<file path="config.mk">
export PLATFORM = sky130hd
export DESIGN_NAME = rcsa_free_list
export DESIGN_NICKNAME = d
export VERILOG_FILES = /design/src/registration_cache_slot_allocator_macros.svh /design/src/rcsa_pkg.sv /design/src/rcsa_free_list.sv
export SDC_FILE = /design/constraint.sdc
export NUM_CORES = 1
export LEC_CHECK = 0
export BUFFER_PORTS_ARGS = -buffer_cell sky130_fd_sc_hd__buf_2
export CAP_MARGIN = 20
export CORE_ASPECT_RATIO = 0.5
export CORE_MARGIN = 2
export CORE_UTILIZATION = 45
export CTS_CLUSTER_DIAMETER = 120
export CTS_CLUSTER_SIZE = 16
export DETAILED_ROUTE_END_ITERATION = 16
export SETUP_SLACK_MARGIN = 0.3
export SLEW_MARGIN = 10
export SYNTH_ARGS = -nofsm -noshare
export SYNTH_HDL_FRONTEND = slang
export SYNTH_SLANG_ARGS = --single-unit
</file>
<file path="constraint.sdc">
create_clock -name clk -period 3.27 [get_ports clk]
set_input_delay 0.1635 -clock clk [delete_from_list [all_inputs] [get_ports clk]]
set_output_delay 0.1635 -clock clk [all_outputs]
set_load 0.03 [all_outputs]
</file>
<file path="src/registration_cache_slot_allocator_macros.svh">
// ----------------------------------------------------------------------------
// Registration cache slot allocator: assertion macros
// Shared concurrent assertion forms, clocked on the rising edge, reset masked.
// ----------------------------------------------------------------------------
`ifndef REGISTRATION_CACHE_SLOT_ALLOCATOR_MACROS_SVH
`define REGISTRATION_CACHE_SLOT_ALLOCATOR_MACROS_SVH

// Check a property at every clock edge outside reset.
`define RCSA_ASSERT_NOW(lbl, ck, rs, prop, msg) \
  lbl: assert property (@(posedge ck) disable iff (rs) (prop)) else $error(msg);

// Check that a trigger is followed by a condition in the next cycle.
`define RCSA_ASSERT_NEXT(lbl, ck, rs, trig, cond, msg) \
  lbl: assert property (@(posedge ck) disable iff (rs) (trig) |=> (cond)) else $error(msg);

`endif

</file>
<file path="src/rcsa_pkg.sv">
// ----------------------------------------------------------------------------
// rcsa_pkg
// Shared constants, record layout and command types of the slot allocator.
// ----------------------------------------------------------------------------
package rcsa_pkg;

  localparam int SLOTS_DEF    = 64;
  localparam int USE_BITS_DEF = 16;
  localparam int ID_MAX_W     = 8;

  // Configuration register indexes
  localparam logic [1:0] CFG_CACHE_EN = 2'd0;
  localparam logic [1:0] CFG_SHARED   = 2'd1;

  // Input kind carried on tuser
  localparam logic MODE_GET = 1'b0;
  localparam logic MODE_PUT = 1'b1;

  // Slot flag bit positions (liveness is the memory valid bit)
  localparam int FLAG_VECT = 0;
  localparam int FLAG_RES  = 1;
  localparam int FLAG_IDLE = 2;
  localparam int FLAG_W    = 3;

  // Record layout in the slot memory
  localparam int STAMP_W   = 32;
  localparam int REC_VADDR = 0;
  localparam int REC_LEN   = 64;
  localparam int REC_LST   = 96;
  localparam int REC_IST   = REC_LST + STAMP_W;
  localparam int REC_FLAGS = REC_IST + STAMP_W;
  localparam int REC_USERS = REC_FLAGS + FLAG_W;

  localparam int IN_DATA_W  = 112;
  localparam int OUT_DATA_W = 40;

  typedef struct packed {
    logic                pop;
    logic                push;
    logic [ID_MAX_W-1:0] id;
  } fl_cmd_t;

endpackage

</file>
<file path="src/rcsa_free_list.sv">
// ----------------------------------------------------------------------------
// rcsa_free_list
// LIFO free list of slots: link memory, head and count. A link never
// written reads as the next slot index.
// ----------------------------------------------------------------------------
module rcsa_free_list #(
  parameter int SLOTS = rcsa_pkg::SLOTS_DEF
) (
  input  logic                       clk,
  input  logic                       rst,
  input  rcsa_pkg::fl_cmd_t          cmd,
  output logic [$clog2(SLOTS)-1:0]   head_id,
  output logic [$clog2(SLOTS+1)-1:0] count
);

  localparam int IDW = $clog2(SLOTS);
  localparam int LW  = $clog2(SLOTS + 1);

  logic [LW-1:0]    link_mem [SLOTS];
  logic [SLOTS-1:0] link_ok;
  logic [LW-1:0]    head;
  logic [LW-1:0]    link_q;
  logic             link_ok_q;
  logic [LW-1:0]    link_dflt;
  logic             pend;
  logic [IDW-1:0]   cmd_idx;

  assign head_id = head[IDW-1:0];
  assign cmd_idx = IDW'(cmd.id);

  // Read the successor of the head on a pop; write the link on a push.
  always_ff @(posedge clk) begin
    if (cmd.push) begin
      link_mem[cmd_idx] <= head;
    end
    if (cmd.pop) begin
      link_q    <= link_mem[head[IDW-1:0]];
      link_dflt <= head + 1'b1;
    end
  end

  always_ff @(posedge clk) begin
    if (rst) begin
      link_ok   <= '0;
      link_ok_q <= 1'b0;
      head      <= '0;
      count     <= LW'(SLOTS);
      pend      <= 1'b0;
    end else begin
      pend <= cmd.pop;
      if (cmd.pop) begin
        link_ok_q <= link_ok[head[IDW-1:0]];
        count     <= count - 1'b1;
      end
      if (pend) begin
        head <= link_ok_q ? link_q : link_dflt;
      end
      if (cmd.push) begin
        link_ok[cmd_idx] <= 1'b1;
        head             <= LW'(cmd_idx);
        count            <= count + 1'b1;
      end
    end
  end

endmodule

</file>
# Yosys cells after proc, flatten, opt, wreduce, memory -nomap -nowiden
# Memories as Yosys holds them, arrays and structs flattened. A register that Yosys moved wholly into a read port is not among the register bits.
# Cells that the tools add are included.
dict set report word_totals {
  ff_bits 87
  inputBits 12
  elab_cells 30
  out_inout_bits 13
  memories 1
  ram_bits 448
}
# name depth width rd rd_ports_with_merged_regs wr line
set mem_list {}
lappend mem_list {link_mem 64 7 1 1 1 rcsa_free_list.sv:19} ;# logic [LW-1:0] link_mem [SLOTS];
dict set report classes {
  bitwise 1
  n_mux 11
  magnitude_cmp 3
  add_sub_neg 3
  reduce_logical 4
}
# op n
set op_table {}
lappend op_table {{$or 64x64->64} 1}
lappend op_table {{$mux 7} 3}
lappend op_table {{$add 7x1->7 const B} 2}
lappend op_table {{$lt 6x7->1 const B} 2}
lappend op_table {{$mux 6} 2}
lappend op_table {{$sub 7x1->7 const B} 1}
lappend op_table {{$bmux 1 s6} 1}
lappend op_table {{$demux 1 s6} 1}
lappend op_table {{$ge 6x1->1 const B} 1}
lappend op_table {{$mux 1} 4}
lappend op_table {{$reduce_bool 2->1} 2}
lappend op_table {{$reduce_or 2->1} 1}
lappend op_table {{$logic_and 1x1->1} 1}

# Depth between registers and ports, before layout
dict set report logic_depth {
  ltp_word 5
  ltp_mapped 8
  mapped_depth_nobuf 7
}

# Least setup slack after synthesis
# No wires, ideal clock.
dict set report synth_timing {
  path_type {register to register}
  start {reg head[1]}
  end {reg link_q[5] (read register of link_mem) (data pin)}
  period_less_slack_ns 3.507
  path_buffers 3
  setup_slack_ns -0.237
  stages_incl_launch_ff 8
  setup_time_ns 0.269
  t_arrival_ns 3.238
  t_required_ns 3.001
  path_cell_list {dfxtp_1 > buf_2 > buf_2 > clkbuf_1 > mux4_2 > mux4_2 > a22oi_1 > o31ai_1}
}
# element line
set synth_rtl {}
lappend synth_rtl {{start, declared} rcsa_free_list.sv:21} ;# logic [LW-1:0] head;
lappend synth_rtl {{start signal, assigned} rcsa_free_list.sv:56} ;# head <= link_ok_q ? link_q : link_dflt;
lappend synth_rtl {{start signal, assigned} rcsa_free_list.sv:60} ;# head <= LW'(cmd_idx);
lappend synth_rtl {{end, declared} rcsa_free_list.sv:22} ;# logic [LW-1:0] link_q;

# Worst setup path in the final report
dict set report layout_timing {
  start {reg head[0]}
  end {reg link_ok_q}
}
dict set report layout_between {
  elab_chain_len 2
}
# element line
set layout_rtl {}
lappend layout_rtl {{$bmux 1 s6} rcsa_free_list.sv:52} ;# link_ok_q <= link_ok[head[IDW-1:0]];
lappend layout_rtl {{$mux 1 (not written as such)} rcsa_free_list.sv:52}
lappend layout_rtl {{end signal, assigned} rcsa_free_list.sv:52}
lappend layout_rtl {{end, declared} rcsa_free_list.sv:23} ;# logic link_ok_q;
# Every way passes these cells. The select of a mux whose other input is x is not followed.
# A chain may end at the register's enable or synchronous reset.

==> impl_metrics.csv <==
group,metric,value,unit
routing,ant_nets,0,
power_and_ir_drop,power_density,570,mW/mm²
worst_hold_path,hold_path_depth,1,
yosys,synth_compound_area_share,2.53,%
yosys,synth.cell_area,0.0187,mm²
power_and_ir_drop,peakVddDrop,0.000338,V
finish,fin_nets,1084,
yosys,yosys-top-cells-count,"396 x edfxtp_1, 197 x nor2_1, 130 x mux4_2, 79 x dfxtp_1, 34 x clkbuf_1",
global_routing,grt_max_degree,85,
setup_path,worstReg2RegEnd,"link_ok_q",
yosys,ys_seq_elements,475,
run,drv_cap,0,
routing,vias_per_cell,5.76,
clock_network,clkLatencyLatePin,0.53,ns
clock_network,cts.sink_count,475,
yosys,synthCells,1038,
global_routing,first_global_vias,9428,
clock_network,htree_levels,2,
floorplanning,coreArea,0.0407,mm²
floorplanning,die_h,148,µm
yosys,synth_fa_ha_area_share,0.509,%
setup_path,critPathArrivalTime,3.25,ns
global_routing,grt_overflow,0,
global_routing,track_usage,18.3,%
timing,finalClockSkew,0.0166,ns
routing,firstDrtPassIters,5,
timing,drv_slew,0,
yosys,yosysMostFrequentCell,"edfxtp_1",
clock_network,ctsHoldBuffers,0,
setup_path,required,3.70,ns
clock_network,cts_resized,0,
clock_network,cts_tree,"built",
finish,num_antenna_cells,0,
yosys,synth_simple_gate_area_share,5.99,%
placement,portBuffers,22,
routing,drtIter0Drc,913,
worst_hold_path,worstHoldEndpoint,"link_dflt[2]",
timing,fin_crit_sh,86.3,%
routing,drc,0,
yosys,synth_seq_area_share,72.2,%
finish,drive_gt1_share,22.1,%
clock_network,cts.clk_slew.worst_paths,0.08,ns
timing,finalCriticalPeriod,2.82,ns
run_status,status,"complete, no violations",
yosys,synth_async_sr_flop_share,0,%
timing,setup_viol,0,
global_routing,antenna_found_initial,0,
floorplanning,start_util,45.9,%
power_and_ir_drop,power,11700,µW
yosys,synth_top_area_share,63.7,%
routing,dr_wl_met3,2.75,mm
yosys,synthDistinctLibCells,49,
routing,wl_per_cell,23.4,µm
yosys,synth_area_per_cell,18.0,µm²
timing,tns,0,ns
yosys,yosys_warnings,0,
global_routing,grt_pass1_wl,58.5,mm
yosys,synth_top_family_by_area,"multiplexers",
timing,worst_pin_slew,1.18,ns
timing,maxSlewHeadroom,19.2,%
yosys,synth-main-ff-cell,"edfxtp_1",
setup_path,rr_startpoint,"head[0]",
setup_path,r2r_slack,0.45,ns
routing,m1WireLength,17.8,mm
clock_network,post_cts_buffers,0,
floorplanning,io_pins,25,
routing,wl_met2,16.9,mm
clock_network,clock_path_buffers,3,
setup_path,path_max_fanout,8,
routing,dr_total_vias,9394,
finish,area_delta_synth_final,9.81,%
power_and_ir_drop,p_leak,0.00658,µW
timing,fmax,355,MHz
placement,gp_congestion,0.814,
yosys,synthMuxAreaShare,16.7,%
clock_network,cts_root_buf,"clkbuf_16",
setup_path,worstSetupStartpoint,"head[0]",
placement,hpwlAfterDp,24.0,mm
timing,finalHoldViolations,0,
setup_path,end_kind,"register",
setup_path,rr_worst_depth,5,
floorplanning,die-area,0.0432,mm²
floorplanning,std_cell_rows,52,
setup_path,criticalPathCategory,"reg -> reg",
setup_path,start_kind,"register",
floorplanning,die_x,292,µm
yosys,synth_top_area_cell,"edfxtp_1",
yosys,synth_edf_count,396,
worst_hold_path,hp-class,"in -> reg",
routing,routed_wl,38.1,mm
finish,num-fill-cells,3268,
timing,rsz0062_at_grt,"false",
yosys,syn_nets,1057,
yosys,synth.area.top_cells,"edfxtp_1 64%, mux4_2 16%, dfxtp_1 8.5%",
yosys,synth_xor_area_share,0.375,%
routing,top_layer,"met4",
clock_network,numCtsBuffers,35,
worst_hold_path,min_from,"cmd[9]",
==> through the flow <==
step	util (%)	std cells	hold WS, ns	setup slack [ns]	area (µm²)
floorplan	-	1038	0.276	0.358	18700
global placement	47.9	1568	0.445	0.586	19500
detailed placement	47.9	1568	0.457	0.587	19500
CTS	50.4	1631	0.0190	0.554	20500
global route	50.4	1631	0.0404	0.368	20500
finish	50.4	1631	0.0441	0.449	20500
==> where the power goes <==
| group | leakage (µW) | internal, µW | total (µW) | switching, µW |
|---|---|---|---|---|
| logic | 0.00168 | 356 | 839 | 484 |
| registers | 0.00441 | 6630 | 6740 | 106 |
| clock network | 0.000486 | 2120 | 4110 | 1980 |
| total | 0.00658 | 9110 | 11700 | 2570 |
==> kinds of logic (layout without fill, tap and decap cells) <==
| logic type | Yosys count | count (layout) |
|---|---|---|
| simple gates | 267 | 267 |
| buf+inv | 67 | 120 |
| compound gates | 66 | 66 |
| fa+ha+maj | 7 | 7 |
| xor+xnor | 8 | 8 |
| flops | 475 | 475 |
| mux | 148 | 148 |
==> registers in the layout, summed over array words and instances (netlist names) <==
register / count
link_mem: 384
pend: 1
link_ok: 64
link_q: 6
count: 7
link_dflt: 6
head: 6
link_ok_q: 1
==> how the worst max path moves through the flow <==
stage	depth (start not counted)	slack (ns)	to
floorplan	7	0.36	link_q[5]
global placement	5	0.59	link_q[2]
detailed placement	5	0.59	link_q[4]
CTS	5	0.55	link_q[1]
global route	5	0.37	link_ok_q
finish	5	0.45	link_ok_q
==> cell type report <==
| type | count | area, µm² | area share (%) |
|---|---|---|---|
| clock buffer | 62 | 1020 | 4.97 |
| clock inverter | 1 | 7.51 | 0.0366 |
| inverter | 7 | 26.3 | 0.128 |
| multi-input combinational | 496 | 4870 | 23.8 |
| sequential | 475 | 13500 | 65.8 |
| tap | 540 | 676 | 3.30 |
| timing repair buffer | 50 | 408 | 1.99 |
==> worst max-delay path, cell delays in order (launching register included) <==
cell,delay (ns)
dfxtp_4,0.49
mux4_2,0.54
nor2b_1,0.15
a2111oi_0,1.02
and4b_1,0.29
a211o_1,0.22
==> layout by cell type (no fill, tap or decap), types with 4 or more instances in the layout <==
master	n
a21oi_1	13
ha_1	6
buf_2	22
inv_1	7
nor2_1	197
mux4_2	130
nor2b_1	8
mux2i_1	12
dfxtp_4	4
a22oi_1	9
xnor2_1	5
edfxtp_1	396
clkbuf_1	25
dfxtp_1	73
nor3_1	9
buf_4	21
nand3_1	10
buf_12	7
o21ai_0	7
clkbuf_16	37
nand2b_1	4
o21ba_2	7
mux2_2	6
a211oi_1	7
nand2_1	21
==> per-layer routing <==
| metal | vias to the layer above | GRT usage [%] |
|---|---|---|
| li1 | 4129 | - |
| met1 | 4947 | 28.2 |
| met2 | 270 | 26.9 |
| met3 | 48 | 3.77 |
| met4 | 0 | 4.02 |
| met5 | - | 0 |
Note: power is estimated with default switching activity, not from simulation.
